**src/rtl/core/assert_macros.svh**
```systemverilog
// Assertion helpers used by the RTL top level.
`ifndef ASSERT_MACROS_SVH
`define ASSERT_MACROS_SVH

// Same-cycle implication, reset masked.
`define ASSERT_NOW(label, ante, cons, msg) \
    label: assert property (@(posedge i_clk) disable iff (!i_rst_n) (ante) |-> (cons)) \
        else $error(msg);

// Next-cycle implication, reset masked.
`define ASSERT_NEXT(label, ante, cons, msg) \
    label: assert property (@(posedge i_clk) disable iff (!i_rst_n) (ante) |=> (cons)) \
        else $error(msg);

`endif

```
**src/rtl/core/sp_nh_pkg.sv**
```systemverilog
package sp_nh_pkg;
    localparam int MAX_NODE_COUNT = 32;
    localparam int WEIGHT_BITS    = 16;
    localparam int NODE_W         = $clog2(MAX_NODE_COUNT);
    localparam int CNT_W          = NODE_W + 1;
    localparam int COST_W         = 21;
    localparam int ADDR_W         = 2 * NODE_W;

    localparam logic       OP_LOAD    = 1'b0;
    localparam logic       OP_COMPUTE = 1'b1;

    localparam logic [1:0] RS_ROUTED  = 2'd0;
    localparam logic [1:0] RS_SELF    = 2'd1;
    localparam logic [1:0] RS_UNREACH = 2'd2;

    // One node record carried around the ring.
    typedef struct packed {
        logic              valid;
        logic              done;
        logic [COST_W-1:0] cost;
        logic [NODE_W-1:0] hop;
    } t_rec;

    // One adjacency matrix entry.
    typedef struct packed {
        logic                   absent;
        logic [WEIGHT_BITS-1:0] weight;
    } t_wt;

    // Node being settled in the current pass.
    typedef struct packed {
        logic              u_valid;
        logic [NODE_W-1:0] u;
        logic [COST_W-1:0] u_dist;
        logic [NODE_W-1:0] u_hop;
        logic [NODE_W-1:0] src;
    } t_relax_ctl;
endpackage

```
**src/rtl/core/sp_nh_cell.sv**
```systemverilog
module sp_nh_cell (
    input  logic            i_clk,
    input  logic            i_init,
    input  logic            i_seed,
    input  logic            i_shift,
    input  sp_nh_pkg::t_rec i_next,
    output sp_nh_pkg::t_rec o_rec
);
    sp_nh_pkg::t_rec r_rec;

    // Seed the source with distance zero, clear the rest; else advance the ring.
    always_ff @(posedge i_clk) begin
        if (i_init) begin
            r_rec.valid <= i_seed;
            r_rec.done  <= 1'b0;
            r_rec.cost  <= '0;
            r_rec.hop   <= '0;
        end else if (i_shift) begin
            r_rec <= i_next;
        end
    end

    assign o_rec = r_rec;
endmodule

```
**config.mk**
```make
export PLATFORM = sky130hd
export DESIGN_NAME = sp_nh_cell
export DESIGN_NICKNAME = d
export VERILOG_FILES = /design/src/rtl/core/assert_macros.svh /design/src/rtl/core/sp_nh_pkg.sv /design/src/rtl/core/sp_nh_cell.sv
export SDC_FILE = /design/constraint.sdc
export NUM_CORES = 1
export LEC_CHECK = 0
export ABC_CLOCK_PERIOD_IN_PS = 900
export BUFFER_PORTS_ARGS = -buffer_cell sky130_fd_sc_hd__buf_4
export CAP_MARGIN = 0
export CORE_UTILIZATION = 37
export DETAILED_ROUTE_END_ITERATION = 12
export PLACE_DENSITY_LB_ADDON = 0.1
export SYNTH_ARGS = -nofsm -noshare
export SYNTH_HDL_FRONTEND = slang
export SYNTH_SLANG_ARGS = --single-unit
```
**constraint.sdc**
```tcl
create_clock -name i_clk -period 0.9 [get_ports i_clk]
set_clock_uncertainty 0.05 [all_clocks]
set_input_delay 0.135 -clock i_clk [delete_from_list [all_inputs] [get_ports i_clk]]
set_output_delay 0.135 -clock i_clk [all_outputs]
set_load 0.02 [all_outputs]
```
### Word-level counts from Yosys, hierarchy flattened

Cells that the tools add are included.

* mux-type cells: 2
* reductions and logical operators: 1

Operators by type and width (count)
* $mux W28: 2
* $reduce_bool A2 Y1: 1

* flip-flop bits (word level): 28
* input port bits: 32
* output and inout bits: 28
* logic and storage cells: 7

### Depth between registers and ports, before layout

Gate-level depths: netlist of run 1.

* depth after elaboration: 2
* gate-level depth with buffers: 4
* gate-level depth less buffers: 2

### Least setup slack after synthesis of run 1

No wires, ideal clock.

* path kind: in2reg
* from: input port i_shift
* to: register r_rec (netlist bit o_rec[27]) (enable)
* setup slack: -0.024 ns
* data arrival time: 0.627 ns
* required time: 0.603 ns
* cell stages on the path: 3
* library setup time: 0.247 ns
* buffers on the path: 2
* path through: buf_6 -> buf_8 -> or2_1

* cells in the longest elaborated chain, start to end: 1

Ends and longest elaborated chain
* start, declared: RTL line sp_nh_cell.sv:5 `input logic i_shift,`
* $reduce_bool A2 Y1 (no source line)
* end signal, assigned: RTL line sp_nh_cell.sv:19 `r_rec <= i_next;`
* end, declared: RTL line sp_nh_cell.sv:9 `sp_nh_pkg::t_rec r_rec;`

Every way passes these cells.
A chain may end at the register's enable or synchronous reset.

### Final worst setup path of run 1

* from: register r_rec (netlist bit o_rec[27])
* to: output port o_rec[27] in the netlist's numbering

RTL lines
* end, declared: RTL line sp_nh_cell.sv:7 `output sp_nh_pkg::t_rec o_rec`

No word-level cell between the ends.

==> results of run 1 <==
## how the worst max path moves through the flow
stage	from	end	slack [ns]	depth (start not counted)
4_1_cts	o_rec[27]	o_rec[27]	-0.17	1
6_report	o_rec[27]	o_rec[27]	-0.15	1
2_1_floorplan	i_shift	o_rec[27]	0.005	3
3_5_place_dp	i_shift	o_rec[14]	0.005	4
3_3_place_gp	i_shift	o_rec[15]	0.03	4
5_1_grt	o_rec[27]	o_rec[27]	-0.20	1
## logic make-up (layout without fill, tap and decap cells)
kind of cell,Yosys count,after routing
buffers and inverters,6,92
AOI/OAI and AO/OA,1,1
and+or+nand+nor,30,30
DFF,28,28
muxes,27,27
## through the flow
step / std cells / setup slack (ns)
after floorplan: 92 / 0.00543
final: 208 / -0.146
after global routing: 208 / -0.195
after detailed placement: 179 / 0.00546
after CTS: 206 / -0.166
after global placement: 179 / 0.0325
## report_power, final
group | leakage (nW) | switching [mW] | total (mW) | internal (mW)
combinational | 0.667 | 0.256 | 0.637 | 0.381
sequential | 0.243 | 0.0529 | 1.39 | 1.34
clock | 0.0210 | 0.342 | 0.590 | 0.247
## synth_stat cells
library cell | n | area share
nand2_1 | 2 | 0.0075
clkbuf_1 | 3 | 0.011
or2_1 | 1 | 0.0062
buf_8 | 1 | 0.015
dfxtp_1 | 27 | 0.54
mux2i_1 | 27 | 0.27
buf_4 | 1 | 0.0075
nor2_1 | 27 | 0.10
o21ai_1 | 1 | 0.0050
buf_6 | 1 | 0.011
edfxtp_1 | 1 | 0.030
## layout make-up
cell class / instances / area share
timing repair buffer: 88 / 0.439
multi-input combinational: 58 / 0.205
sequential: 28 / 0.317
tap: 30 / 0.0197
clock buffer: 4 / 0.0191
## layer usage
| metal | vias up | track usage | wire length, um |
|---|---|---|---|
| met5 | - | 0 | 0 |
| li1 | 473 | - | - |
| met4 | 0 | 0.0513 | 22 |
| met1 | 436 | 0.184 | 1000 |
| met2 | 34 | 0.358 | 1380 |
| met3 | 4 | 0.0706 | 174 |
## worst reg2reg max path, stage by stage (launching register included)
cell     delay [ns]
dfxtp_2        0.35
buf_4          0.12
mux2i_1        0.12
nor2_1         0.06
## timing repair
| action | CTS | global route |
|---|---|---|
| endpoints found under the hold margin | 21 | 2 |
| gates resized for setup | 55 | 0 |
| setup buffers | 2 | 0 |
| pin swaps | 0 | 0 |
| endpoints found under the setup margin | 28 | 28 |
| hold buffers | 21 | 2 |
==> reports/metrics.yaml, run 1 <==
antenna_viol_nets_final: 0
arrival_time_at_the_worst_endpoint_ns: 0.86
synth_area_sq_um: 1010
grt_max_degree: 28
critPathCaptureType: "output pin"
r2r_end: "o_rec[14]"
worstMarginPinSlew_ns: 0.270
synth.ff_latch_count: 28
timing.setup.critical_path_class: "reg -> out"
clock_insertion_delay_worst_skew_ns: 0.32
nNetsFinal: 211
post_synth_xor_area_fraction: 0
postSynthAreaPerCell_sq_um: 10.9
setup_viol: 28
dieArea_sq_um: 2930
wl_mm: 2.58
max-cap-violations: 0
setup_total_negative_slack_ns: -2.28
gpl.final_weighted_congestion: 0.695
worst_min_path_class: "in -> reg"
worst_path_max_delay_cell: "edfxtp_1"
synth_simple_gate_area_share: 0.114
layout.cells.most_common_list: "buf_4, buf_6, mux2i_1, nor2_1, dfxtp_2"
placement.cell_area_sq_um: 1480
drt_iter0_markers: 2
clkSinkCount: 28
post_synth_fa_ha_maj_area_fraction: 0
die-height_um: 54.1
timing.max_slew.rel_slack: 0.820
drt-wirelength-per-cell_um: 12.4
clk_pin_slew_worst_paths_ns: 0.14
rrSetupSlack_ns: 0.10
yosysUniqueCellTypes: 11
synth_mux_area_frac: 0.269
period_needed_ns: 1.05
path_cells: "buf_6"
fp.coreArea_sq_um: 2520
count_of_standard_cell_rows: 18
synth_compound_gate_area_share: 0.00498
route.detailed.vias_per_inst: 4.55
detail_route.drc_violations: 0
leakage_power_nw: 0.931
slew_violations: 0
timing.critical_path.buf_inv: 1
final-hold-violation-count: 0
final_util: 0.755
total_power_mw: 2.62
hold-path-endpoint: "o_rec[24]"
synth_nets: 124
yosysWarnings: 0
violations: "setup timing"
fmaxAchievable_ghz: 0.956
clock_tree.buffer_depth: 2
most_common_cell_after_layout_fill_and_taps_aside: "buf_4"
cellPowerDensity_nw_per_um2: 1370
worst_reg_to_reg_cells: 3
final_area_sq_um: 1900
rsz0062_at_grt: "yes"
initial_core_util: 0.399
n_antenna_cell: 0
final_layout_size_suffix_gt1_frac: 0.539
place.port_buffers: 59
i_o_pin_total: 60
via_count: 947
worstSetupStartpointType: "flop"
finalWorstSetupSlack_ns: -0.146
cpPeakStageDelay_ns: 0.40
largest_register_ffs: 28
cts_root_buffer: "clkbuf_4"
crit_path_max_fanout: 1
finalCritPeriodShare: 1.16
cpLargestDelayFamily: "flip-flops"
multi_input_comb_area_sq_um: 390
grt_antenna_before_repair: 0
cts_tree: "built"
track_usage: 0.187
first_global_vias: 904
outcome: "complete, but fails checks"
grt_overflow: 0
clock_tree.htree_level_count: 1
synth_seq_area_share: 0.567
die_w_um: 54.1
dominant_combinational_cell_family_by_area_after_synthesis: "multiplexers"
cts_buffers: 3
num-fill-cells: 172
synthCells: 92
synthToLayoutAreaGrowth_pct: 89.3
rr_startpoint: "o_rec[14]"
timing.hold.worst_path_depth: 3
critical_path_required_ns: 0.71
vdd_drop_max_mv: 1.09
hold_slack_ns: 0.00741
seqCellArea_sq_um: 604
min-delay-start: "i_next[24]"
grt_first_pass_wirelength_mm: 3.84
drt_first_pass_iters: 2
place.detailed.hpwl_mm: 1.63
No activity file was read; power rests on OpenSTA's default activity.
==> run 2, diff against run 1 <==
CORE_MARGIN = 10   (was default)
RECOVER_POWER = 25   (was default)
==> run 2 against run 1 <==
  * The flow still finishes with violations (setup timing)
  * Largest power group unchanged
  * Die area increased by 78%
  * Via count fell by 4.8%
  * Non-clock buffer count is 7 lower
  * Worst setup slack got worse by 0.0016 ns
  * Critical path type unchanged
  * Sequential share of layout area is 1.3 points higher
  * Clock power down 12%
  * Sequential power barely moved
==> reports/metrics.yaml, run 2 (synthesis gave the netlist of run 1 again) <==
layout.cells.most_common_list: "buf_4, buf_6, mux2i_1, nor2_1, dfxtp_2"
die_w_um: 72.1
grt_max_degree: 28
critical_path_required_ns: 0.71
postCtsSetupRepairBufs: 0
critPathCaptureType: "output pin"
violations: "setup timing"
final-hold-violation-count: 0
drt-wirelength-per-cell_um: 14.7
drt_first_pass_iters: 4
first_global_vias: 979
leakage_power_nw: 0.885
most_common_cell_after_layout_fill_and_taps_aside: "buf_4"
final_layout_size_suffix_gt1_frac: 0.509
clkSinkCount: 28
period_needed_ns: 1.05
crit_path_max_fanout: 1
finalCritPeriodShare: 1.16
path_cells: "buf_6"
grt_overflow: 0
gpl.final_weighted_congestion: 0.639
setup_total_negative_slack_ns: -2.25
grt_antenna_before_repair: 0
met1Wirelength_mm: 1.08
clock_tree.htree_level_count: 1
detail_route.drc_violations: 0
n_antenna_cell: 0
cts_buffers: 3
max-cap-violations: 0
slew_violations: 0
worstSetupStartpointType: "flop"
track_usage: 0.109
cts_root_buffer: "clkbuf_4"
clock_tree.buffer_depth: 2
largest_register_ffs: 28
setup_viol: 28
timing.max_slew.rel_slack: 0.827
seqCellArea_sq_um: 598
grt_first_pass_wirelength_mm: 4.65
die-height_um: 72.1
worst_path_max_delay_cell: "edfxtp_1"
timing.critical_path.buf_inv: 1
initial_core_util: 0.395
wl_mm: 2.95
num-fill-cells: 192
cpPeakStageDelay_ns: 0.41
fp.coreArea_sq_um: 2540
via_count: 902
route.detailed.vias_per_inst: 4.49
dr_wl_met2_mm: 1.56
fmaxAchievable_ghz: 0.954
cellPowerDensity_nw_per_um2: 1390
outcome: "complete, but fails checks"
antenna_viol_nets_final: 0
nNetsFinal: 204
vdd_drop_max_mv: 0.951
final_util: 0.712
place.port_buffers: 59
worst_min_path_class: "in -> reg"
maxUsedRoutingLayer: "met4"
rsz0062_at_grt: "yes"
clk_pin_slew_worst_paths_ns: 0.14
timing.setup.critical_path_class: "reg -> out"
arrival_time_at_the_worst_endpoint_ns: 0.86
cts_tree: "built"
place.detailed.hpwl_mm: 2.18
drt_iter0_markers: 44
multi_input_comb_area_sq_um: 390
clock_insertion_delay_worst_skew_ns: 0.31
count_of_standard_cell_rows: 18
worstMarginPinSlew_ns: 0.259
dr_wl_met3_um: 290
finalWorstSetupSlack_ns: -0.148
dieArea_sq_um: 5200
cpLargestDelayFamily: "flip-flops"
i_o_pin_total: 60
synthToLayoutAreaGrowth_pct: 80.2
[run 2: power by group]
| group | leakage, nW | switching [mW] | internal, mW |
|---|---|---|---|
| clock network | 0.0150 | 0.344 | 0.173 |
| registers | 0.241 | 0.0507 | 1.34 |
| logic | 0.629 | 0.254 | 0.357 |
| total | 0.885 | 0.649 | 1.87 |
[run 2: worst paths after layout]
| kind | from | to | slack, ns | cells after the start |
|---|---|---|---|---|
| max reg2reg | o_rec[12] | o_rec[12] | 0.19 | 2 |
| min reg2reg | o_rec[22] | o_rec[22] | 0.46 | 2 |
| min | i_next[5] | o_rec[5] | 0.003 | 3 |
| max | o_rec[27] | o_rec[27] | -0.15 | 1 |
[run 2: layout make-up]
type / instances / area share
repair buffers: 81 / 0.420
well taps: 30 / 0.0207
clock buffers: 4 / 0.0145
multi-input cells: 58 / 0.215
flip-flops and latches: 28 / 0.330
[run 2: repair_timing]
item                                    in CTS  in global routing
pin swaps                                    0                  0
hold buffers                                14                  3
hold endpoints to repair                    14                  3
endpoints found under the setup margin      28                 28
resized for setup                           55                  0
[run 2: stage by stage]
| step | std cells | total power [mW] | setup WS (ns) | area (sq um) | hold WS, ns |
|---|---|---|---|---|---|
| 6_report | 201 | 2.51 | -0.148 | 1810 | 0.00262 |
| 5_1_grt | 201 | 2.65 | -0.195 | 1810 | 0.00149 |
| 4_1_cts | 198 | 2.53 | -0.158 | 1800 | 0.000737 |
| 3_5_place_dp | 180 | 1.90 | 0.0190 | 1490 | 0.327 |
| 3_3_place_gp | 180 | 1.89 | 0.0542 | 1490 | 0.317 |
| 2_1_floorplan | 92 | 1.64 | 0.00543 | 1010 | 0.232 |
[run 2: routing by layer]
metal | up-vias | GRT usage
met1 | 412 | 0.109
met2 | 31 | 0.197
met4 | 0 | 0.0323
li1 | 457 | -
met5 | - | 0
met3 | 2 | 0.0476
==> run 3, diff against run 2 <==
CORE_MARGIN = default   (was 10)
REMOVE_ABC_BUFFERS = 1   (was default)
SKIP_CTS_REPAIR_TIMING = 1   (was default)
==> run 3 against run 2 <==
  * The run ends with hold timing, setup timing left
  * Sequential share of layout area rose by 1.7 points
  * Critical path type unchanged
  * Critical path depth did not move
  * Utilization fell by 2.2 points
  * Register-to-register slack improved by 0.02 ns
  * First-iteration DRC count fell by 75%
  * Final area fell by 4.0%
  * Non-clock buffer count fell by 8
  * Die area fell by 44%
  * Sequential cell count did not move
  * Final cell count fell by 4.0%
  * Via count fell by 2.8%
==> reports/metrics.yaml, run 3 (synthesis gave the netlist of run 1 again) <==
die-height_um: 54.1
setup_viol: 28
cpPeakStageDelay_ns: 0.42
path_cells: "buf_6"
rsz0062_at_grt: "yes"
grt_overflow: 0
drt-wirelength-per-cell_um: 12.3
first_global_vias: 685
rrSetupSlack_ns: 0.21
max-cap-violations: 0
grt_antenna_before_repair: 0
place.detailed.hpwl_mm: 1.51
finalCritPeriodShare: 1.19
worst_path_max_delay_cell: "edfxtp_1"
fmaxAchievable_ghz: 0.933
period_needed_ns: 1.07
arrival_time_at_the_worst_endpoint_ns: 0.89
outcome: "complete, but fails checks"
vdd_drop_max_mv: 1.01
wl_mm: 2.38
finalWorstSetupSlack_ns: -0.171
critPathCaptureType: "output pin"
placedCellCount: 179
final_layout_size_suffix_gt1_frac: 0.571
clock_tree.htree_level_count: 1
n_antenna_cell: 0
cts_root_buffer: "clkbuf_4"
die_w_um: 54.1
cpLargestDelayFamily: "flip-flops"
antenna_viol_nets_final: 0
crit_path_max_fanout: 1
final-hold-violation-count: 14
clock_tree.buffer_depth: 2
grt_max_degree: 17
slew_violations: 0
layout.cells.non_filler: 193
worst_min_path_class: "in -> reg"
initial_core_util: 0.399
dieArea_sq_um: 2930
nNetsFinal: 196
route.detailed.vias_per_inst: 4.54
cts_tree: "built"
i_o_pin_total: 60
timing.critical_path.buf_inv: 1
clkSinkCount: 28
clk_pin_slew_worst_paths_ns: 0.15
via_count: 877
worstSetupStartpointType: "flop"
final_util: 0.690
timing.max_slew.rel_slack: 0.800
cellPowerDensity_nw_per_um2: 1480
total_power_mw: 2.57
setup_total_negative_slack_ns: -2.51
drt_first_pass_iters: 4
clock_insertion_delay_worst_skew_ns: 0.32
hold_slack_ns: -0.0180
cts_buffers: 3
violations: "hold timing, setup timing"
synthToLayoutAreaGrowth_pct: 73.0
timing.setup.critical_path_class: "reg -> out"
grt_first_pass_wirelength_mm: 2.90
gpl.final_weighted_congestion: 0.670
drt_iter0_markers: 11
count_of_standard_cell_rows: 18
track_usage: 0.139
layout.cells.most_common_list: "buf_4, buf_6, mux2i_1, nor2_1, dfxtp_2"
place.port_buffers: 59
most_common_cell_after_layout_fill_and_taps_aside: "buf_4"
largest_register_ffs: 28
critical_path_required_ns: 0.71
leakage_power_nw: 0.857
worstMarginPinSlew_ns: 0.299
detail_route.drc_violations: 0
fp.coreArea_sq_um: 2520
run 3: changes by cell type in the layout (fill, tap and decap cells not counted):
cell	before	now
dlygate4sd3_1	17	10
dfxtp_1	5	0
clkbuf_2	0	1
clkbuf_4	3	4
clkbuf_8	0	1
buf_4	33	32
buf_12	1	0
dfxtp_2	22	27
clkbuf_1	3	1
run 3: layout make-up:
class / count / area, sq um
fill: 214 / 782
tap: 30 / 37.5
timing repair buffer: 73 / 672
multi-input combinational: 58 / 390
sequential: 28 / 604
clock buffer: 4 / 36.3
run 3: power breakdown:
| part | total, mW | switching (mW) | leakage, nW | internal [mW] |
|---|---|---|---|---|
| clock | 0.609 | 0.362 | 0.0210 | 0.248 |
| combinational | 0.569 | 0.240 | 0.593 | 0.329 |
| sequential | 1.39 | 0.0536 | 0.243 | 1.34 |
| total | 2.57 | 0.656 | 0.857 | 1.91 |
run 3: worst paths after layout:
check	startpoint	endpoint	depth (start not counted)
worst max-delay path	o_rec[27]	o_rec[27]	1
worst min-delay path	i_next[16]	o_rec[16]	3
worst max register to register	o_rec[11]	o_rec[11]	2
worst min register to register	o_rec[26]	o_rec[26]	2
run 3: metrics by stage:
stage               cell area [sq um]  setup slack [ns]  hold WS (ns)
floorplan                         961             0.205         0.157
global placement                 1500            0.0274         0.319
detailed placement               1500           -0.0147         0.325
CTS                              1530            -0.181       -0.0303
global route                     1740            -0.221      -0.00632
finish                           1740            -0.171       -0.0180
run 3: layer usage:
metal  global-route usage  share of wire  vias to the layer above
met5                    0              0                        -
met4               0.0641          0.012                        0
met3               0.0339          0.066                        4
met2                0.215           0.47                       39
met1                0.180           0.45                      390
li1                     -              -                      444
