$ cat config.mk
export PLATFORM = sky130hd
export DESIGN_NAME = sp_nh_relax
export DESIGN_NICKNAME = d
export VERILOG_FILES = /design/src/rtl/core/assert_macros.svh /design/src/rtl/core/sp_nh_pkg.sv /design/src/rtl/core/sp_nh_relax.sv
export SDC_FILE = /design/constraint.sdc
export NUM_CORES = 1
export LEC_CHECK = 0
export BUFFER_PORTS_ARGS = -buffer_cell sky130_fd_sc_hd__buf_4
export CAP_MARGIN = 25
export CELL_PAD_IN_SITES_DETAIL_PLACEMENT = 1
export CELL_PAD_IN_SITES_GLOBAL_PLACEMENT = 1
export CORE_ASPECT_RATIO = 0.7
export CORE_UTILIZATION = 29
export DETAILED_ROUTE_END_ITERATION = 8
export GPL_ROUTABILITY_DRIVEN = 1
export GPL_TIMING_DRIVEN = 0
export PLACE_DENSITY = 0.82
export RECOVER_POWER = 100
export SLEW_MARGIN = 25
export SYNTH_ARGS = -nofsm -noshare
export SYNTH_HDL_FRONTEND = slang
export SYNTH_SLANG_ARGS = --single-unit
$ cat constraint.sdc
create_clock -name vclk -period 4.6
set_input_delay 0.69 -clock vclk [all_inputs]
set_output_delay 0.69 -clock vclk [all_outputs]
set_load 0.02 [all_outputs]
$ cat src/rtl/core/assert_macros.svh
// Assertion helpers used by the RTL top level.
`ifndef ASSERT_MACROS_SVH
`define ASSERT_MACROS_SVH

// Same-cycle implication, reset masked.
`define ASSERT_NOW(label, ante, cons, msg) \
    label: assert property (@(posedge i_clk) disable iff (!i_rst_n) (ante) |-> (cons)) \
        else $error(msg);

// Next-cycle implication, reset masked.
`define ASSERT_NEXT(label, ante, cons, msg) \
    label: assert property (@(posedge i_clk) disable iff (!i_rst_n) (ante) |=> (cons)) \
        else $error(msg);

`endif

$ cat src/rtl/core/sp_nh_pkg.sv
package sp_nh_pkg;
    localparam int MAX_NODE_COUNT = 32;
    localparam int WEIGHT_BITS    = 16;
    localparam int NODE_W         = $clog2(MAX_NODE_COUNT);
    localparam int CNT_W          = NODE_W + 1;
    localparam int COST_W         = 21;
    localparam int ADDR_W         = 2 * NODE_W;

    localparam logic       OP_LOAD    = 1'b0;
    localparam logic       OP_COMPUTE = 1'b1;

    localparam logic [1:0] RS_ROUTED  = 2'd0;
    localparam logic [1:0] RS_SELF    = 2'd1;
    localparam logic [1:0] RS_UNREACH = 2'd2;

    // One node record carried around the ring.
    typedef struct packed {
        logic              valid;
        logic              done;
        logic [COST_W-1:0] cost;
        logic [NODE_W-1:0] hop;
    } t_rec;

    // One adjacency matrix entry.
    typedef struct packed {
        logic                   absent;
        logic [WEIGHT_BITS-1:0] weight;
    } t_wt;

    // Node being settled in the current pass.
    typedef struct packed {
        logic              u_valid;
        logic [NODE_W-1:0] u;
        logic [COST_W-1:0] u_dist;
        logic [NODE_W-1:0] u_hop;
        logic [NODE_W-1:0] src;
    } t_relax_ctl;
endpackage

$ cat src/rtl/core/sp_nh_relax.sv
module sp_nh_relax (
    input  sp_nh_pkg::t_rec                  i_rec,
    input  sp_nh_pkg::t_wt                   i_wt,
    input  sp_nh_pkg::t_relax_ctl            i_ctl,
    input  logic [sp_nh_pkg::NODE_W-1:0]     i_node,
    input  logic [sp_nh_pkg::CNT_W-1:0]      i_node_count,
    output sp_nh_pkg::t_rec                  o_rec,
    output logic                             o_cand
);
    logic                          active;
    logic                          is_u;
    logic [sp_nh_pkg::COST_W-1:0]  cand_dist;
    sp_nh_pkg::t_rec               rec;

    always_comb begin
        active    = {1'b0, i_node} < i_node_count;
        is_u      = i_ctl.u_valid && (i_node == i_ctl.u);
        cand_dist = i_ctl.u_dist + sp_nh_pkg::COST_W'(i_wt.weight);
        rec       = i_rec;
        if (is_u) begin
            rec.done = 1'b1;
        end else if (i_ctl.u_valid && active && !i_rec.done && !i_wt.absent &&
                     (!i_rec.valid || cand_dist < i_rec.cost)) begin
            rec.valid = 1'b1;
            rec.cost  = cand_dist;
            rec.hop   = (i_ctl.u == i_ctl.src) ? i_node : i_ctl.u_hop;
        end
        o_rec  = rec;
        o_cand = active && !rec.done && rec.valid;
    end
endmodule

* Word-level counts from Yosys, hierarchy flattened
Index checks and enable logic that the tools add are counted.
Word-level totals: logic and storage cells 23, input bits 93, bits in registers 0
Cells by class: equality and inequality tests 2, $add $sub $neg 1, magnitude comparators 2, reductions and logical operators 12, multiplexer cells 6
Operators with widths (count):
- $mux 26 | 2
- $add 21x16->21 | 1
- $lt 21x21->1 | 1
- $eq 5x5->1 | 2
- $logic_and 1x1->1 | 7
- $lt 5x6->1 | 1
- $mux 5 | 1
- $logic_not 1->1 | 4
- $mux 1 | 3
- $logic_or 1x1->1 | 1

* Longest topological paths before layout
Gate-level depths: netlist (run 1).
word-level depth 8, depth in mapped cells 16

* Least setup slack after synthesis (run 1)
No wires, ideal clock.
path type input to output, from in i_wt[0] (netlist name), to out o_rec[6] (netlist name), stages 16, slack -0.312 ns, arrival time 4.222 ns, cell sequence ha_1 inv_1 fa_1 nand2b_1 a211oi_1 nor3_1 o31ai_1 xor2_1 ha_1 a21oi_1 o21ai_0 a22oi_1 o41ai_1 nor3b_4 buf_12 mux2i_1
RTL lines:
- from (decl) | line sp_nh_relax.sv:3 | input sp_nh_pkg::t_wt i_wt,
- to (decl) | line sp_nh_relax.sv:7 | output sp_nh_pkg::t_rec o_rec,

==> results of run 1 <==
what timing repair did:
item / 4_1_cts / 5_1_grt
buffers inserted: 21 / 8
cloned: 1 / 1
setup endpoints to repair: 26 / 26
gates resized for setup: 62 / 19
pin swaps: 6 / 6
cell families after synthesis:
family,after synthesis
and+or+nand+nor,72
muxes,31
AOI/OAI and AO/OA,78
buffers and inverters,37
adders and majority gates,41
xor gates and xnor gates,25
routing by layer:
metal | vias to the layer above | wire length (um) | part of all wire (%)
met1 | 1318 | 4070 | 44
met3 | 10 | 397 | 4.3
li1 | 1346 | - | -
met2 | 90 | 4750 | 51
met4 | 0 | 108 | 1.2
met5 | - | 0 | 0
cells in the mapped netlist (all sizes together) (2+ instances only):
cell type and instances:
a21oi 28, a211oi 5, xor2 12, a31oi 2, nand4 4, clkbuf 2, o21ai 15, nand3 5
mux2 30, a21o 5, o31ai 3, a2111oi 3, nor2 12, nor4 3, o211ai 5, o21a 2
buf 4, nor3 8, and3 4, inv 31, xnor2 13, nor2b 4, ha 40, nand2 22
o41ai 2, nand2b 3
per-stage QoR:
step / util [%] / worst slack (ns) / hold WS (ns)
final: 53.2 / -0.373 / 1.69
after floorplan: - / 0.0381 / 1.54
after global routing: 53.2 / -0.543 / 1.71
after CTS: 51.1 / -0.344 / 1.68
after global placement: 45.4 / -1.01 / 1.68
after detailed placement: 45.4 / -1.04 / 1.68
area by class of cell:
type               count  area share, %
plain buffers          4           1.27
inverters             31           2.95
multi-input cells    247           59.2
well taps             98           3.11
repair buffers       152           33.4
power groups by stage:
stage / logic (mW) / clock network, mW / registers, mW
CTS: 0.534 / 0 / 0
detailed placement: 0.463 / 0 / 0
finish: 0.574 / 0 / 0
global route: 0.621 / 0 / 0
floorplan: 0.289 / 0 / 0
global placement: 0.442 / 0 / 0
worst paths after layout:
check                   end  depth (start not counted)  slack (ns)
setup / recovery  o_rec[20]                         21       -0.37
hold / removal    o_rec[26]                          4        1.69
worst max-delay path: stages:
cell	delay [ns]
sky130_fd_sc_hd__buf_8	0.07
sky130_fd_sc_hd__ha_4	0.13
sky130_fd_sc_hd__inv_2	0.03
sky130_fd_sc_hd__fa_2	0.33
sky130_fd_sc_hd__nand2b_4	0.17
sky130_fd_sc_hd__a211oi_4	0.26
sky130_fd_sc_hd__o211ai_1	0.12
sky130_fd_sc_hd__buf_4	0.17
sky130_fd_sc_hd__buf_6	0.11
sky130_fd_sc_hd__a21o_1	0.15
sky130_fd_sc_hd__o211ai_1	0.14
sky130_fd_sc_hd__ha_1	0.33
sky130_fd_sc_hd__a21oi_2	0.19
sky130_fd_sc_hd__o21ai_2	0.08
sky130_fd_sc_hd__a22oi_2	0.18
sky130_fd_sc_hd__o41ai_4	0.12
sky130_fd_sc_hd__nor3b_4	0.22
sky130_fd_sc_hd__buf_12	0.18
sky130_fd_sc_hd__clkbuf_16	0.16
sky130_fd_sc_hd__mux2_4	0.30
sky130_fd_sc_hd__buf_6	0.13
==> results.yml, run 1 <==
synthesis:
  yosys.area.top_type: "sky130_fd_sc_hd__ha_1"
  synth-adder-area-share_pct: 23.0
  yosysSeqAreaShare_pct: 0
  avgSynthCellArea_um2: 7.97
  post_synth_and_or_nand_nor_area_fraction_pct: 17.1
  synth_top_family_by_area: "compound AO/OA/AOI/OAI gates"
  synth_top_area_share_pct: 22.1
  postSynthCellCount: 284
  cells_taking_the_most_area_after_synthesis: "sky130_fd_sc_hd__ha_1 (22%), sky130_fd_sc_hd__mux2_4 (13%), sky130_fd_sc_hd__a21oi_1 (6.2%), sky130_fd_sc_hd__mux2_2 (5.5%), sky130_fd_sc_hd__inv_1 (5.1%)"
  synth-xor-area-share_pct: 9.67
  synth.yosys.warnings: 0
  synthesis.area_um2: 2260
  syn-num-nets: 418
  yosys.cell_types.count: 51
  share_of_the_synthesized_area_in_compound_gates_ao_oa_aoi_oai_pct: 24.0
  synthMuxAreaShare_pct: 18.5
detailed_routing:
  postRouteAntennaNets: 0
  routedWlPerCell_um: 17.5
  route.final.wire_length_mm: 9.32
  post_drt_via_cell_ratio: 5.20
  via_count: 2764
  dr.first_iter.drc_count: 89
  detailedRoute.firstPassIterationCount: 4
  detail_route.drc_violations: 0
timing:
  hold_viol: 0
  finalSetupViolations: 26
  timing.slew.headroom_pct: 66.7
  rsz0062_at_grt: "true"
  final.setup.tns_ns: -8.94
  post-route-worst-setup-slack_ns: -0.373
  maxClockFrequency_mhz: 201
  worst-slew-pin-transition_ns: 0.495
  clock_period_minus_worst_slack_ns: 4.97
  maxSlewViolCount: 0
  final.period_utilization_pct: 108
worst_setup_path:
  critPathMaxFanout: 7
  criticalPathCategory: "in2out"
  worstSetupStartpoint: "i_wt[0]"
  timing.critical_path.to_type: "output port"
  crit_required_ns: 3.91
  startpoint_type: "input port"
  worst_ep_arrival_time_ns: 4.28
floorplan:
  dieArea_um2: 8170
  num_rows: 26
  design.portCount: 122
  initial_utilization_pct: 30.5
  fp.dieW_um: 108
  core_region_area_um2: 7420
  die_y_um: 75.9
placed_design:
  portBuffers: 122
  gp_routability_congestion: 0.896
  dpl-instance-area_um2: 3370
  dp_hpwl_mm: 7.15
  dp.cells: 504
layout:
  finalNonFillerCells: 532
  syn2layout_area_growth_pct: 74.3
  layout_commonest_cell: "sky130_fd_sc_hd__buf_4"
  final-seq-area_um2: 0
  design.final.nets: 570
  insertedDiodeCount: 0
  n_fill_cell: 895
  postLayoutCellArea_um2: 3950
  n_clock_buffer: 0
  layout_common_cells: "sky130_fd_sc_hd__buf_4 (113), sky130_fd_sc_hd__ha_1 (36), sky130_fd_sc_hd__buf_6 (32)"
  post_route_cells_drive_above_1_share_pct: 52.3
  nFlopsAndLatches: 0
  multi_input_comb_area_um2: 2340
power_and_ir_drop:
  power_per_cell_area_nw_per_um2: 146
  power.clock.fraction_pct: 0
  switching_share_pct: 49.6
  report.power.total_mw: 0.574
  static-leakage-power_nw: 1.93
  netSwitchingPower_mw: 0.285
  power.share.sequential_pct: 0
  power.ir.vdd_worst_uv: 62.1
  pwr-share-comb_pct: 100.0
  intPower_mw: 0.289
grt:
  grt.busiest_layer: "met2"
  global_route_wire_length_before_repair_mm: 14.6
  antenna_found_initial: 0
  grtUsageMet3_pct: 1.38
  pin_count_of_the_biggest_net_entering_global_routing: 11
  grt_util_met2_pct: 39.7
  globalRouteTotalUtil_pct: 21.6
  overflow: 0
  met1_usage_pct: 28.0
  first_global_vias: 2994
run_status:
  violated_checks: "negative setup slack"
  run_status: "finished with violations"
hold_path:
  min-delay-start: "i_rec[26]"
  holdCritPathClass: "in2out"
clock_network:
  cts_hold_buffers: 0
job:
  maxCapViolations: 0
Power figures use the tool's default switching activity.
==> inputs of run 2 (changes only) <==
Settings changed: CORE_ASPECT_RATIO 0.7 to default, TNS_END_PERCENT from default to 30.
==> run 2 against run 1 <==
Net effect:
- worst hold slack improved by 0.0030 ns
- core utilization fell by 5.1 points
- the flow still finishes with violations (negative setup slack)
- flip-flop and latch count stayed put
- critical path depth decreased by 1
- highest routed layer unchanged
- routed wire length fell by 10%
- combinational power is 14% lower
- total power down 14%
- worst setup slack lost 0.015 ns
==> results.yml, run 2 (synthesis gave the netlist of run 1 again) <==
grt:
  global_route_wire_length_before_repair_mm: 12.9
  antenna_found_initial: 0
  pin_count_of_the_biggest_net_entering_global_routing: 11
  first_global_vias: 2729
  globalRouteTotalUtil_pct: 18.9
  overflow: 0
layout:
  n_clock_buffer: 0
  finalNonFillerCells: 510
  n_fill_cell: 906
  design.final.nets: 547
  final-seq-area_um2: 0
  post_route_cells_drive_above_1_share_pct: 47.0
  multi_input_comb_area_um2: 2250
  syn2layout_area_growth_pct: 57.3
  layout_common_cells: "sky130_fd_sc_hd__buf_4 (122), sky130_fd_sc_hd__ha_1 (37), sky130_fd_sc_hd__inv_1 (30)"
  nFlopsAndLatches: 0
  insertedDiodeCount: 0
  layout_commonest_cell: "sky130_fd_sc_hd__buf_4"
detailed_routing:
  routedWlPerCell_um: 16.4
  via_count: 2642
  detail_route.drc_violations: 0
  detailedRoute.firstPassIterationCount: 3
  post_drt_via_cell_ratio: 5.18
  dr.first_iter.drc_count: 47
  postRouteAntennaNets: 0
  route.final.wire_length_mm: 8.35
placed_design:
  dp_hpwl_mm: 7.22
  dpl_worst_slack_ns: -1.11
  portBuffers: 122
  dp.cells: 505
  gp_routability_congestion: 0.867
timing:
  clock_period_minus_worst_slack_ns: 4.99
  maxSlewViolCount: 0
  hold_viol: 0
  rsz0062_at_grt: "true"
  timing.slew.headroom_pct: 67.9
  post-route-worst-setup-slack_ns: -0.387
  final.period_utilization_pct: 108
  worst-slew-pin-transition_ns: 0.477
  finalSetupViolations: 26
  maxClockFrequency_mhz: 201
job:
  maxCapViolations: 0
worst_setup_path:
  worst_ep_arrival_time_ns: 4.30
  critical_path.slowest_cell: "sky130_fd_sc_hd__ha_1"
  timing.critical_path.mode_cell: "sky130_fd_sc_hd__buf_4"
  cpPeakStageDelay_ns: 0.39
  critical_path.cell_chain: "buf_4 > ha_4 > inv_2 > fa_2 > nand2b_4 > a211oi_4 > o211ai_1 > buf_4 > a21oi_4 > o211ai_1 > ha_1 > nand3_2 > nor2_1 > a22oi_2 > o41ai_2 > nor3b_4 > buf_12 > buf_12 > mux2_2 > buf_4"
  criticalPathCategory: "in2out"
  crit_family: "compound AO/OA/AOI/OAI gates"
  startpoint_type: "input port"
  crit_required_ns: 3.91
  worstSetupStartpoint: "i_wt[0]"
  critPathMaxFanout: 6
  timing.critical_path.to_type: "output port"
  number_of_buffers_and_inverters_on_the_critical_path: 6
hold_path:
  min_delay_worst_endpoint: "o_rec[26]"
  holdCritPathClass: "in2out"
  depth_of_the_worst_hold_timing_path: 4
  min-delay-start: "i_rec[26]"
power_and_ir_drop:
  power_per_cell_area_nw_per_um2: 138
  static-leakage-power_nw: 1.73
  power.ir.vdd_worst_uv: 62.3
floorplan:
  num_rows: 31
  fp.dieW_um: 90.3
  design.portCount: 122
  initial_utilization_pct: 30.6
  core_region_area_um2: 7410
  die_y_um: 90.3
  dieArea_um2: 8160
run_status:
  violated_checks: "negative setup slack"
  run_status: "finished with violations"
clock_network:
  cts_hold_buffers: 0
run 2: cell types whose count changed in the layout (fill, tap and decap cells not counted), sizes merged:
cell    previous run  this run
buf              153       128
clkbuf             3         5
run 2: timing repair:
item	in CTS	in global routing
pin swaps	2	12
setup endpoints to repair	26	26
buffers inserted	2	2
cloned	0	2
resized for setup	8	19
run 2: metrics by stage:
| step | cell area (um^2) | total power [mW] | util [%] | hold slack (ns) | TNS, ns |
|---|---|---|---|---|---|
| 2_1_floorplan | 2330 | 0.289 | - | 1.54 | 0 |
| 3_3_place_gp | 3370 | 0.438 | 45.5 | 1.68 | -24.26 |
| 3_5_place_dp | 3370 | 0.461 | 45.5 | 1.70 | -27.52 |
| 4_1_cts | 3440 | 0.472 | 46.5 | 1.70 | -9.86 |
| 5_1_grt | 3560 | 0.535 | 48.1 | 1.71 | -13.57 |
| 6_report | 3560 | 0.492 | 48.1 | 1.69 | -9.48 |
run 2: report_power, final:
| part | internal, mW | switching, mW | total (mW) |
|---|---|---|---|
| Clock | 0 | 0 | 0 |
| Sequential | 0 | 0 | 0 |
| Combinational | 0.237 | 0.255 | 0.492 |
run 2: metal layers:
layer	wire (um)	GRT usage, %
met1	3460	22.5
met2	4370	36.5
met3	399	2.61
met4	113	1.75
met5	0	0
run 2: worst max-delay path by stage:
| stage | end | depth (start not counted) |
|---|---|---|
| 2_1_floorplan | o_rec[16] | 16 |
| 3_3_place_gp | o_rec[15] | 16 |
| 3_5_place_dp | o_rec[17] | 16 |
| 4_1_cts | o_rec[17] | 19 |
| 5_1_grt | o_rec[25] | 20 |
| 6_report | o_rec[2] | 20 |
run 2: final cells by class:
cell class | instances | area share, %
multi-input cells | 247 | 63.3
inverters | 31 | 3.27
plain buffers | 5 | 1.51
well taps | 99 | 3.48
repair buffers | 128 | 28.5
==> inputs of run 3 (changes only) <==
--- a/config.mk
+++ b/config.mk
@@ -11,2 +11,3 @@
 export CELL_PAD_IN_SITES_GLOBAL_PLACEMENT = 1
+export CORE_MARGIN = 8
 export CORE_UTILIZATION = 29
@@ -15,3 +16,3 @@
 export GPL_TIMING_DRIVEN = 0
-export PLACE_DENSITY = 0.82
+export PLACE_DENSITY = 0.79
 export RECOVER_POWER = 100
==> constraint.sdc (replaced) <==
create_clock -name vclk -period 4.86
set_input_delay 0.729 -clock vclk [all_inputs]
set_output_delay 0.729 -clock vclk [all_outputs]
set_load 0.005 [all_outputs]
==> run 3 against run 2 <==
Net effect:
- the flow still finishes with violations (negative setup slack)
- via count decreased by 0.53%
- critical path depth decreased by 3
- final area increased by 1.4%
- largest cell class unchanged
==> results.yml, run 3 (synthesis gave the netlist of run 1 again) <==
run_status:
  run_status: "finished with violations"
  violated_checks: "negative setup slack"
layout:
  insertedDiodeCount: 0
  post_route_cells_drive_above_1_share_pct: 46.9
  design.final.nets: 552
  final-seq-area_um2: 0
  layout_common_cells: "sky130_fd_sc_hd__buf_4 (106), sky130_fd_sc_hd__ha_1 (38), sky130_fd_sc_hd__inv_1 (30)"
  n_clock_buffer: 0
  n_fill_cell: 934
  finalNonFillerCells: 518
  nFlopsAndLatches: 0
  layout_commonest_cell: "sky130_fd_sc_hd__buf_4"
  final_util_pct: 47.2
  syn2layout_area_growth_pct: 59.5
placed_design:
  gp_routability_congestion: 0.794
  portBuffers: 122
  dp.cells: 508
  dp_hpwl_mm: 7.58
worst_setup_path:
  worstSetupStartpoint: "i_wt[13]"
  startpoint_type: "input port"
  criticalPathCategory: "in2out"
  critPathMaxFanout: 10
  crit_end: "o_rec[17]"
  timing.critical_path.to_type: "output port"
  worst_ep_arrival_time_ns: 4.30
  crit_required_ns: 4.13
grt:
  overflow: 0
  first_global_vias: 2929
  antenna_found_initial: 0
  pin_count_of_the_biggest_net_entering_global_routing: 11
  global_route_wire_length_before_repair_mm: 14.2
  globalRouteTotalUtil_pct: 15.2
detailed_routing:
  detail_route.drc_violations: 0
  dr.first_iter.drc_count: 63
  via_count: 2628
  detailedRoute.firstPassIterationCount: 4
  route.final.wire_length_mm: 8.74
  routedWlPerCell_um: 16.9
  post_drt_via_cell_ratio: 5.07
  postRouteAntennaNets: 0
timing:
  finalSetupViolations: 26
  worst-slew-pin-transition_ns: 0.503
  timing.slew.headroom_pct: 66.2
  hold_viol: 0
  final.period_utilization_pct: 104
  post-route-worst-setup-slack_ns: -0.172
  maxSlewViolCount: 0
  clock_period_minus_worst_slack_ns: 5.03
  rsz0062_at_grt: "true"
  maxClockFrequency_mhz: 199
hold_path:
  holdCritPathClass: "in2out"
  min-delay-start: "i_rec[26]"
floorplan:
  fp.dieW_um: 104
  initial_utilization_pct: 29.6
  core_region_area_um2: 7650
  die_y_um: 104
  num_rows: 32
  dieArea_um2: 10900
  design.portCount: 122
job:
  maxCapViolations: 0
power_and_ir_drop:
  static-leakage-power_nw: 1.78
  power.ir.vdd_worst_uv: 57.2
  report.power.total_mw: 0.447
  power_per_cell_area_nw_per_um2: 124
[run 3: changes by cell type in the layout (fill, tap and decap cells not counted), moves of 2 or more]
cell	delta
sky130_fd_sc_hd__buf_6	+23
sky130_fd_sc_hd__clkbuf_16	-2
sky130_fd_sc_hd__clkbuf_4	+2
sky130_fd_sc_hd__clkbuf_1	-2
sky130_fd_sc_hd__buf_4	-16
sky130_fd_sc_hd__a21oi_4	-2
sky130_fd_sc_hd__ha_2	-2
sky130_fd_sc_hd__a21oi_2	+2
[run 3: layout make-up]
type,instances,area (um^2),area share (%)
Buffer,6,58.8,1.63
Inverter,31,116,3.22
Multi-Input combinational cell,247,2220,61.4
Tap cell,102,128,3.54
Timing Repair Buffer,132,1090,30.2
[run 3: through the flow]
stage,hold slack [ns],instance area (um^2),setup WS [ns],setup TNS [ns]
final,1.74,3610,-0.172,-3.95
after global routing,1.76,3610,-0.391,-9.65
after CTS,1.75,3580,-0.206,-4.74
after detailed placement,1.75,3310,-0.805,-19.73
after global placement,1.74,3310,-0.760,-18.56
after floorplan,1.53,2260,0.0112,0
[run 3: report_power, final]
group / switching (mW) / total [mW] / internal, mW
clock network: 0 / 0 / 0
logic: 0.213 / 0.447 / 0.234
registers: 0 / 0 / 0
[run 3: timing repair]
action | in CTS | in global routing
resized for setup | 50 | 5
hold buffers | 0 | 0
endpoints found under the setup margin | 26 | 26
buffers inserted | 9 | 1
pin swaps | 10 | 4
[run 3: worst max-delay path, cell delays in order]
cell                      delay [ns]
sky130_fd_sc_hd__buf_4          0.11
sky130_fd_sc_hd__ha_1           0.38
sky130_fd_sc_hd__and3_1         0.24
sky130_fd_sc_hd__and3_1         0.21
sky130_fd_sc_hd__a41o_1         0.27
sky130_fd_sc_hd__o31ai_1        0.32
sky130_fd_sc_hd__xnor2_1        0.22
sky130_fd_sc_hd__ha_1           0.30
sky130_fd_sc_hd__nand3_2        0.11
sky130_fd_sc_hd__nor2_1         0.07
sky130_fd_sc_hd__a22oi_2        0.22
sky130_fd_sc_hd__o41ai_2        0.14
sky130_fd_sc_hd__nor3b_4        0.25
sky130_fd_sc_hd__buf_12         0.16
sky130_fd_sc_hd__buf_12         0.14
sky130_fd_sc_hd__mux2_4         0.32
sky130_fd_sc_hd__buf_6          0.12
[run 3: worst min path at each step]
stage	depth (start not counted)	slack [ns]	to
global route	4	1.76	o_rec[26]
CTS	4	1.75	o_rec[26]
detailed placement	4	1.75	o_rec[26]
finish	4	1.74	o_rec[26]
floorplan	2	1.53	o_rec[26]
global placement	4	1.74	o_rec[26]
[run 3: layer usage]
layer  up-vias  routed length (um)  track usage, %
met5         -                   0               0
met4         0                  19           0.310
met3         2                 316            1.86
met2        53                4920            31.4
met1      1265                3480            16.6
li1       1308                   -               -
